**src/hdl/stsl_pkg.sv**
```systemverilog
// ----------------------------------------------------------------------------
// stsl_pkg: shared types and constants of the timestep schedule list
// Operation codes, the timestep width and the controller state encoding.
// ----------------------------------------------------------------------------
`default_nettype none

package stsl_pkg;

  localparam int TS_W = 63;
  localparam int HELD_W = 5;

  localparam logic [1:0] FUNC_ADD   = 2'd0;
  localparam logic [1:0] FUNC_MATCH = 2'd1;
  localparam logic [1:0] FUNC_CLEAR = 2'd2;

  typedef enum logic [3:0] {
    ST_IDLE  = 4'b0001,
    ST_SCAN  = 4'b0010,
    ST_SHIFT = 4'b0100,
    ST_INS   = 4'b1000
  } state_t;

endpackage

`default_nettype wire

```
**src/hdl/stsl_ram.sv**
```systemverilog
// ----------------------------------------------------------------------------
// stsl_ram: generic single-port-write, single-port-read RAM
// One write and one read per cycle; the read data is registered.
// ----------------------------------------------------------------------------
`default_nettype none

module stsl_ram #(
  parameter int WIDTH = 63,
  parameter int DEPTH = 16,
  localparam int AW = (DEPTH > 1) ? $clog2(DEPTH) : 1
) (
  input  wire logic             clk,
  input  wire logic             we,
  input  wire logic [AW-1:0]    waddr,
  input  wire logic [WIDTH-1:0] wdata,
  input  wire logic [AW-1:0]    raddr,
  output logic      [WIDTH-1:0] rdata
);

  logic [WIDTH-1:0] mem [DEPTH];

  always_ff @(posedge clk) begin
    if (we) begin
      mem[waddr] <= wdata;
    end
    rdata <= mem[raddr];
  end

endmodule

`default_nettype wire

```
**src/hdl/sorted_timestep_schedule_list.sv**
```systemverilog
// ----------------------------------------------------------------------------
// sorted_timestep_schedule_list: sorted, duplicate-free list of timesteps
// Entries sit in a RAM in decreasing order, the smallest in the highest
// used slot. A sequencer scans from the top, pops, shifts and inserts.
//
//   channel   signals                       handshake
//   command   start, func, timestep         taken when start && !busy
//   result    done, matched, dropped,       done high for one cycle
//             entries_held
//
// A clear or an unused code completes straight from idle. A match reads
// entries from the top, popping smaller ones. An add scans from the top,
// moves the entries above its slot up one by one, then writes the new one.
// The RAM's single read port paces the scan and the shift.
// The result strobe is registered and follows in the cycle after the last
// step. Reset clears the entry count, the state and the result flags; no
// clearing pass runs. Results cannot be stalled.
`default_nettype none

module sorted_timestep_schedule_list #(
  parameter int DEPTH = 16
) (
  input  wire logic                          clk,
  input  wire logic                          rst,
  input  wire logic                          start,
  output logic                               busy,
  input  wire logic [1:0]                    func,
  input  wire logic [stsl_pkg::TS_W-1:0]     timestep,
  output logic                               done,
  output logic                               matched,
  output logic                               dropped,
  output logic      [stsl_pkg::HELD_W-1:0]   entries_held
);

  localparam int AW = (DEPTH > 1) ? $clog2(DEPTH) : 1;
  localparam int CW = $clog2(DEPTH + 1);

  stsl_pkg::state_t state, state_next;
  logic [CW-1:0]    cnt, cnt_next;
  logic [stsl_pkg::TS_W-1:0] ts_r, ts_r_next;
  logic             is_add, is_add_next;
  logic [AW-1:0]    ptr, ptr_next;
  logic [CW-1:0]    pos, pos_next;
  logic [CW-1:0]    wptr, wptr_next;
  logic             done_next, matched_next, dropped_next;

  logic                      we;
  logic [AW-1:0]             waddr, raddr;
  logic [stsl_pkg::TS_W-1:0] wdata, rdata;

  logic [CW-1:0] cnt_m1, wptr_m1, wptr_m2, p_val;
  logic          go_ins, ts_lt, ts_eq;
  logic [CW+stsl_pkg::HELD_W-1:0] cnt_ext;

  stsl_ram #(
    .WIDTH(stsl_pkg::TS_W),
    .DEPTH(DEPTH)
  ) u_ram (
    .clk  (clk),
    .we   (we),
    .waddr(waddr),
    .wdata(wdata),
    .raddr(raddr),
    .rdata(rdata)
  );

  assign cnt_m1  = CW'(cnt - 1'b1);
  assign wptr_m1 = CW'(wptr - 1'b1);
  assign wptr_m2 = CW'(wptr - 2'd2);
  assign ts_lt   = ts_r < rdata;
  assign ts_eq   = ts_r == rdata;

  always_comb begin
    state_next   = state;
    cnt_next     = cnt;
    ts_r_next    = ts_r;
    is_add_next  = is_add;
    ptr_next     = ptr;
    pos_next     = pos;
    wptr_next    = wptr;
    done_next    = 1'b0;
    matched_next = 1'b0;
    dropped_next = 1'b0;
    we           = 1'b0;
    waddr        = pos[AW-1:0];
    wdata        = ts_r;
    raddr        = AW'(ptr - 1'b1);
    go_ins       = 1'b0;
    p_val        = '0;

    unique case (state)
      stsl_pkg::ST_IDLE: begin
        if (start) begin
          ts_r_next   = timestep;
          is_add_next = (func == stsl_pkg::FUNC_ADD);
          unique case (func)
            stsl_pkg::FUNC_ADD, stsl_pkg::FUNC_MATCH: begin
              if (cnt == '0) begin
                if (func == stsl_pkg::FUNC_ADD) begin
                  pos_next   = '0;
                  state_next = stsl_pkg::ST_INS;
                end else begin
                  done_next = 1'b1;
                end
              end else begin
                raddr      = cnt_m1[AW-1:0];
                ptr_next   = cnt_m1[AW-1:0];
                state_next = stsl_pkg::ST_SCAN;
              end
            end
            stsl_pkg::FUNC_CLEAR: begin
              cnt_next  = '0;
              done_next = 1'b1;
            end
            default: begin
              done_next = 1'b1;
            end
          endcase
        end
      end

      stsl_pkg::ST_SCAN: begin
        // The read of the next lower slot is issued every cycle ahead of need.
        if (is_add) begin
          if (ts_eq) begin
            done_next  = 1'b1;
            state_next = stsl_pkg::ST_IDLE;
          end else if (ts_lt) begin
            go_ins = 1'b1;
            p_val  = CW'(CW'(ptr) + 1'b1);
          end else if (ptr == '0) begin
            go_ins = 1'b1;
            p_val  = '0;
          end else begin
            ptr_next = AW'(ptr - 1'b1);
          end
        end else begin
          if (ts_lt || ts_eq) begin
            matched_next = ts_eq;
            done_next    = 1'b1;
            state_next   = stsl_pkg::ST_IDLE;
          end else begin
            // Smaller entry on top: pop it.
            cnt_next = CW'(ptr);
            if (ptr == '0) begin
              done_next  = 1'b1;
              state_next = stsl_pkg::ST_IDLE;
            end else begin
              ptr_next = AW'(ptr - 1'b1);
            end
          end
        end
      end

      stsl_pkg::ST_SHIFT: begin
        we    = 1'b1;
        waddr = wptr[AW-1:0];
        wdata = rdata;
        if (wptr_m1 == pos) begin
          state_next = stsl_pkg::ST_INS;
        end else begin
          wptr_next = wptr_m1;
          raddr     = wptr_m2[AW-1:0];
        end
      end

      stsl_pkg::ST_INS: begin
        we         = 1'b1;
        waddr      = pos[AW-1:0];
        wdata      = ts_r;
        cnt_next   = CW'(cnt + 1'b1);
        done_next  = 1'b1;
        state_next = stsl_pkg::ST_IDLE;
      end

      default: begin
        state_next = stsl_pkg::ST_IDLE;
      end
    endcase

    // Slot found for an add: drop on a full list, else move entries up where needed and insert.
    if (go_ins) begin
      pos_next = p_val;
      if (cnt == CW'(DEPTH)) begin
        dropped_next = 1'b1;
        done_next    = 1'b1;
        state_next   = stsl_pkg::ST_IDLE;
      end else if (cnt == p_val) begin
        state_next = stsl_pkg::ST_INS;
      end else begin
        raddr      = cnt_m1[AW-1:0];
        wptr_next  = cnt;
        state_next = stsl_pkg::ST_SHIFT;
      end
    end
  end

  always_ff @(posedge clk) begin
    if (rst) begin
      state   <= stsl_pkg::ST_IDLE;
      cnt     <= '0;
      done    <= 1'b0;
      matched <= 1'b0;
      dropped <= 1'b0;
    end else begin
      state   <= state_next;
      cnt     <= cnt_next;
      done    <= done_next;
      matched <= matched_next;
      dropped <= dropped_next;
    end
    ts_r   <= ts_r_next;
    is_add <= is_add_next;
    ptr    <= ptr_next;
    pos    <= pos_next;
    wptr   <= wptr_next;
  end

  assign busy         = (state != stsl_pkg::ST_IDLE);
  assign cnt_ext      = {{stsl_pkg::HELD_W{1'b0}}, cnt};
  assign entries_held = cnt_ext[stsl_pkg::HELD_W-1:0];

endmodule

`default_nettype wire
```
**config.mk**
```make
export PLATFORM = sky130hd
export DESIGN_NAME = sorted_timestep_schedule_list
export DESIGN_NICKNAME = d
export VERILOG_FILES = /design/src/hdl/stsl_pkg.sv /design/src/hdl/stsl_ram.sv /design/src/hdl/sorted_timestep_schedule_list.sv
export SDC_FILE = /design/constraint.sdc
export NUM_CORES = 2
export LEC_CHECK = 0
export BUFFER_PORTS_ARGS = -buffer_cell sky130_fd_sc_hd__buf_2
export CAP_MARGIN = 20
export CORE_ASPECT_RATIO = 1.1
export CORE_UTILIZATION = 40
export DETAILED_ROUTE_END_ITERATION = 7
export GPL_TIMING_DRIVEN = 0
export HOLD_SLACK_MARGIN = 0.05
export SETUP_SLACK_MARGIN = 0.3
export SLEW_MARGIN = 30
export SYNTH_ARGS = -nofsm -noshare
export SYNTH_HDL_FRONTEND = slang
export SYNTH_HIERARCHICAL = 1
export SYNTH_SLANG_ARGS = --single-unit
```
**constraint.sdc**
```tcl
create_clock -name clk -period 8.5 [get_ports clk]
set_input_delay 0.425 -clock clk [delete_from_list [all_inputs] [get_ports clk]]
set_output_delay 0.425 -clock clk [all_outputs]
set_load 0.05 [all_outputs]
```
# Word level (Yosys, flattened, before mapping)

Memory sizes are Yosys's and may differ from the RTL's. A register that Yosys moved wholly into a read port is not among the register bits.
Cells that the tools add are included.

Word-level logic and storage cells: 138
Bits in registers: 90
Memories: 1
Input bits: 68
RAM bits: 1008
Bits in latches: 0
ROM bits: 0
Output and inout bits: 9

Memories:

| name      | depth | width | rd ports | clocked after memory_dff | wr ports | RTL line       | text |
|---|---|---|---|---|---|---|---|
| u_ram.mem | 16    | 63    | 1        | 1                        | 1        | stsl_ram.sv:20 | `logic [WIDTH-1:0] mem [DEPTH];` |

Shift-type cells: 0
Add/sub/neg operators: 6
Mux-type cells: 71
$mul: 0
Reductions and logical operators: 20
Equal/unequal tests: 26
Order comparisons: 1
Bitwise operators: 3
Divide/modulo/power cells: 0

Operators by type and width:

| kind                                                               | count |
|---|---|
| 4-bit 2-to-1 mux                                                   | 28 |
| 5-bit 2-to-1 mux                                                   | 19 |
| 63-bit equality test                                               | 1 |
| 63-bit less-than comparator                                        | 1 |
| 63-bit 2-to-1 mux                                                  | 1 |
| 1-bit 2-to-1 mux                                                   | 18 |
| 4-bit one-hot mux with 2 select lines                              | 2 |
| 3-bit inequality test, second input constant                       | 5 |
| 5-bit one-hot mux with 3 select lines                              | 1 |
| 4-bit one-hot mux with 3 select lines                              | 1 |
| 2-bit nonzero test                                                 | 6 |
| 5-bit equality test                                                | 2 |
| 5-bit AND reduction                                                | 2 |
| 2-bit inequality test, second input constant                       | 4 |
| 4-bit inequality test, second input constant                       | 2 |
| 4-bit by 1-bit subtractor with 4-bit output, second input constant | 2 |
| 7-bit AND reduction                                                | 1 |
| 6-bit AND reduction                                                | 1 |
| 2-bit OR reduction                                                 | 3 |
| 4-bit by 1-bit adder with 5-bit output, second input constant      | 1 |
| 5-bit by 1-bit adder with 5-bit output, second input constant      | 1 |
| 5-bit equality test, second input constant                         | 1 |
| 5-bit zero test                                                    | 1 |
| 5-bit inequality test, second input constant                       | 1 |
| other kinds (19)                                                   | 22 |

# Longest topological paths before layout

Word-level depth: 9
Gate-level depth with buffers: 17
Mapped depth without buffers: 14

# By module

The synthesis kept the hierarchy.

By module, submodules not included:

| module                        | cells an instance | sequential area each (sq um) | area an instance (sq um) | instances |
|---|---|---|---|---|
| stsl_ram                      | 1622              | 31530.2                      | 38989.9                  | 1 |
| sorted_timestep_schedule_list | 660               | 2532.4                       | 6105.9                   | 1 |

# Worst setup path after synthesis

No wires, ideal clock.

Path kind: flip-flop to flip-flop
From: register state[3]
To: memory u_ram.mem[0][0], enable pin
Stages on the path, launching flop included: 7
Data required time: 7939 ps
Setup time: 561 ps
Buffers on the path: 1
Path slack: 2128 ps
Data arrival time: 5811 ps
Cell sequence: dfxtp_1 -> nor2_1 -> nand3b_1 -> clkbuf_1 -> o21ai_0 -> or3b_2 -> nor3_1

RTL lines:

| element                                        | RTL line                             | text |
|---|---|---|
| start, declared                                | sorted_timestep_schedule_list.sv:38  | `stsl_pkg::state_t state, state_next;` |
| start signal, assigned                         | sorted_timestep_schedule_list.sv:200 | `state <= stsl_pkg::ST_IDLE;` |
| start signal, assigned                         | sorted_timestep_schedule_list.sv:206 | `state <= state_next;` |
| 4-bit by 3-bit equality test with 1-bit output | sorted_timestep_schedule_list.sv:91  | `unique case (state)` |
| 4-bit 2-to-1 mux                               | sorted_timestep_schedule_list.sv:91  |  |
| via waddr[2]                                   | sorted_timestep_schedule_list.sv:48  | `logic [AW-1:0] waddr, raddr;` |
| end, declared                                  | stsl_ram.sv:20                       |  |

The timed path passes the listed nets, and every way through them passes these cells.

# Worst setup path in the final report

From: register ts_r[14] in the netlist's numbering
To: register u_ram.rdata[23], read port of u_ram.mem

Word-level cells in the longest chain between the ends: 9

RTL lines:

| element                     | RTL line                             | text |
|---|---|---|
| start, declared             | sorted_timestep_schedule_list.sv:40  | `logic [stsl_pkg::TS_W-1:0] ts_r, ts_r_next;` |
| start signal, assigned      | sorted_timestep_schedule_list.sv:212 | `ts_r <= ts_r_next;` |
| 63-bit less-than comparator | sorted_timestep_schedule_list.sv:70  | `assign ts_lt = ts_r < rdata;` |
| 5-bit 2-to-1 mux            | sorted_timestep_schedule_list.sv:128 | `end else if (ts_lt) begin` |
| 5-bit 2-to-1 mux            | sorted_timestep_schedule_list.sv:125 | `if (ts_eq) begin` |
| 5-bit 2-to-1 mux            | sorted_timestep_schedule_list.sv:124 | `if (is_add) begin` |
| 5-bit 2-to-1 mux            | sorted_timestep_schedule_list.sv:91  |  |
| 5-bit equality test         | sorted_timestep_schedule_list.sv:188 | `end else if (cnt == p_val) begin` |
| 4-bit 2-to-1 mux            | sorted_timestep_schedule_list.sv:188 |  |
| 4-bit 2-to-1 mux            | sorted_timestep_schedule_list.sv:184 | `if (cnt == CW'(DEPTH)) begin` |
| 4-bit 2-to-1 mux (*)        | sorted_timestep_schedule_list.sv:182 | `if (go_ins) begin` |
| via raddr[3]                | sorted_timestep_schedule_list.sv:48  |  |
| end, declared               | stsl_ram.sv:17                       | `output logic [WIDTH-1:0] rdata` |

Mark *: on every way through the listed nets, which the timed path passes. The rest lies on a longest branch.
A chain may end at the register's enable or synchronous reset.

==> flow_summary.ini <==
[run_status]
status = complete, no violations

[placement]
gp_congestion = 0.818
io_buffer_count = 76
hpwlAfterDp_um = 73900
dpl_cell_area_um2 = 49500

[layout]
area_growth_pct = 19.8
register_area_um2 = 34100
drive_above_1_share = 0.270
filler_cell_count = 9031
layout_common_cells = 1081 x edfxtp_1, 252 x mux4_2, 156 x nand2_1
final_area_um2 = 54000
multi_input_area_um2 = 10500
final_common_cell = edfxtp_1
nets = 2789

[critical_path]
cp_max_fo = 10
crit_buf_inv = 2
path_cells = ha_1 > nand4_1 > nor4_2 > nand4_1 > and3_1 > nand3_1 > nor3_2 > o22ai_2 > nand3_2 > a2bb2o_1 > nor2b_1 > buf_1 > clkbuf_1 > a22oi_1 > nand2_1
worstSetupPathType = reg2reg
crit_path_max_incr_delay_ps = 800
path_common_cell = nand4_1
crit_start = ts_r[14]
cp_slowest_cell = nor4_2
cp.required_ps = 9130
start_kind = register
ff2ff_path_depth = 15
arrival_ps = 6620
cpLargestDelayFamily = simple AND/OR/NAND/NOR gates
reg2reg_to = u_ram/rdata[23]
reg2reg_setup_slack_ps = 2510
r2r-start = ts_r[14]
cp-end-kind = register

[hold_path]
holdPathEnd = state[3]
hold_path.class = in2reg
hold_start = rst
whs_path_depth = 3

[clocking]
cts-resized-gates = 0
cts-htree-levels = 3
clock_tree.root_cell = clkbuf_16
cts_buffers = 113
clk_pin_slew_ps = 70
clk_latency_ps = 700
cts_max_path_buffers = 3
cts_sinks = 1161
cts_tree = done

[route]
met3_length_um = 6900
top_layer = met4
vias = 23500
dr.pass1.iters = 5
routed_wl_um = 113000
met1Wirelength_um = 46300
drt_iter0_drc = 2465
postRouteAntennaNets = 0
post_drt_via_cell_ratio = 5.54
wl_per_cell_um = 26.7
met2_length_um = 57400
drc_errors = 0

[yosys]
synth-main-ff-cell = edfxtp_1
synth_cell_types = 70
synthTopCellsByArea = edfxtp_1 72%, mux4_2 13%, dfxtp_1 3.6%, a22oi_1 2.1%, ha_1 2.0%
ys_seq_area_frac = 0.755
yosysTopAreaCellShare = 0.720
yosysWarnings = 6
synth_edf_count = 1081
yosysTopAreaCell = edfxtp_1
synth-seq-cells = 1161
avgSynthCellArea_um2 = 19.8
syn_inst = 2282
synth.cell_area_um2 = 45100
synth_fp_nets = 2421
async_reset_ff_frac = 0

[timing]
finalSetupViolations = 0
slew_headroom = 0.307
final-max-slew-violation-count = 0
grt_setup_unrepaired = no
hold_viol_final = 0
max_freq_mhz = 167
fin_skew_ps = 26.2
post-route-period-util = 0.704
worst_pin_slew_ps = 1030
period_minus_slack_ps = 5990

[global_routing]
grt_overflow_total = 0
grt_usage = 0.200
grt_pass1_vias = 24400
antenna_found_initial = 0
grt_max_degree = 39
grt_pass1_wl_um = 165000

[power_and_ir_drop]
power.density_nw_per_um2 = 305
switching_share = 0.302
ir_drop_mv = 0.160
power.share.clock = 0.301
power_frac_comb = 0.273
power_w = 0.0165
seqPwrFrac = 0.426
p_leak_nw = 18.0
p_int_w = 0.0115
p_sw_w = 0.00498

[flow_run]
cap_violations = 0

[floorplanning]
core_area_um2 = 111000
fp.dieH_um = 354
die_x_um = 322
io-pin-count = 77
die_area_um2 = 114000
rows = 128
start_util = 0.405
## cells in the mapped netlist, types with 8 or more instances
| master | number |
|---|---|
| clkbuf_1 | 58 |
| nor3_1 | 12 |
| buf_2 | 14 |
| buf_6 | 16 |
| buf_1 | 10 |
| a21oi_1 | 37 |
| xnor2_1 | 14 |
| a22oi_1 | 126 |
| a211oi_1 | 8 |
| nand4_1 | 16 |
| nor2_1 | 41 |
| edfxtp_1 | 1081 |
| dfxtp_1 | 80 |
| ha_1 | 71 |
| nand3_1 | 21 |
| o21ai_0 | 76 |
| inv_1 | 79 |
| mux4_2 | 252 |
| nand2_1 | 156 |
## power groups by stage
stage,sequential (W),combinational (W),clock (W)
floorplan,0.00709,0.00304,0
global placement,0.00718,0.00432,0
detailed placement,0.00716,0.00446,0
CTS,0.00704,0.00450,0.00506
global route,0.00705,0.00488,0.00527
finish,0.00703,0.00450,0.00497
## worst reg2reg max path, cell delays in order, from the launching register on
cell,delay [ps]
edfxtp_1,470
ha_1,350
nand4_1,210
nor4_2,800
nand4_1,600
and3_1,430
nand3_1,120
nor3_2,50
o22ai_2,250
nand3_2,280
a2bb2o_1,410
nor2b_1,130
buf_1,710
clkbuf_1,780
a22oi_1,230
nand2_1,120
## per-stage QoR
stage / instances / util / hold slack, ps / TNS, ps / setup WS [ps]
global route: 4244 / 0.485 / 98.1 / 0 / 2290
CTS: 4244 / 0.484 / 59.9 / 0 / 2590
global placement: 3853 / 0.425 / 545 / -1661200 / -5010
finish: 4245 / 0.485 / 110 / 0 / 2510
floorplan: 2282 / - / 478 / 0 / 2130
detailed placement: 3965 / 0.445 / 553 / 0 / 2630
## cells by family (layout without fill, tap and decap cells)
group,after synthesis,after routing,share of synthesized area
DFF,1161,1161,0.755
and+or+nand+nor,293,293,0.0307
AOI/OAI and AO/OA,289,289,0.0427
muxes,262,262,0.128
buffers and inverters,184,651,0.0190
adders and majority gates,71,71,0.0197
xor gates and xnor gates,22,22,0.00444
other,0,1,0
## metal layers
| metal | vias up | track usage |
|---|---|---|
| li1 | 10100 | - |
| met1 | 12400 | 0.271 |
| met2 | 897 | 0.339 |
| met3 | 161 | 0.0272 |
| met4 | 0 | 0.0590 |
| met5 | - | 0 |
## worst max-delay path by stage
| stage | depth (start not counted) | to | slack (ps) |
|---|---|---|---|
| after floorplan | 6 | u_ram/mem[0][0] | 2130 |
| after global placement | 5 | u_ram/mem[12][38] | -5010 |
| after detailed placement | 16 | u_ram/rdata[9] | 2630 |
| after CTS | 16 | u_ram/rdata[54] | 2590 |
| after global routing | 15 | u_ram/rdata[23] | 2290 |
| final | 15 | u_ram/rdata[23] | 2510 |
## repair_timing
item / 4_1_cts / 5_1_grt
setup buffers: 0 / 0
endpoints found under the hold margin: 64 / 0
hold buffers: 65 / 0
## sequential cells by signal, indices dropped and copies added (netlist names), 4 cells and up
name	flops
u_ram/mem	1008
entries_held	5
u_ram/rdata	63
state	4
ts_r	63
wptr	5
pos	5
ptr	4
## area by class of cell
type,instances,share of cell area
Timing Repair Buffer,253,0.0561
Inverter,79,0.00558
Buffer,105,0.0104
Clock buffer,159,0.0591
Antenna cell,1,0.0000463
Tap cell,1495,0.0346
Multi-Input combinational cell,937,0.194
Sequential cell,1161,0.630
Clock inverter,55,0.00936
No activity file was read; power rests on OpenSTA's default activity.
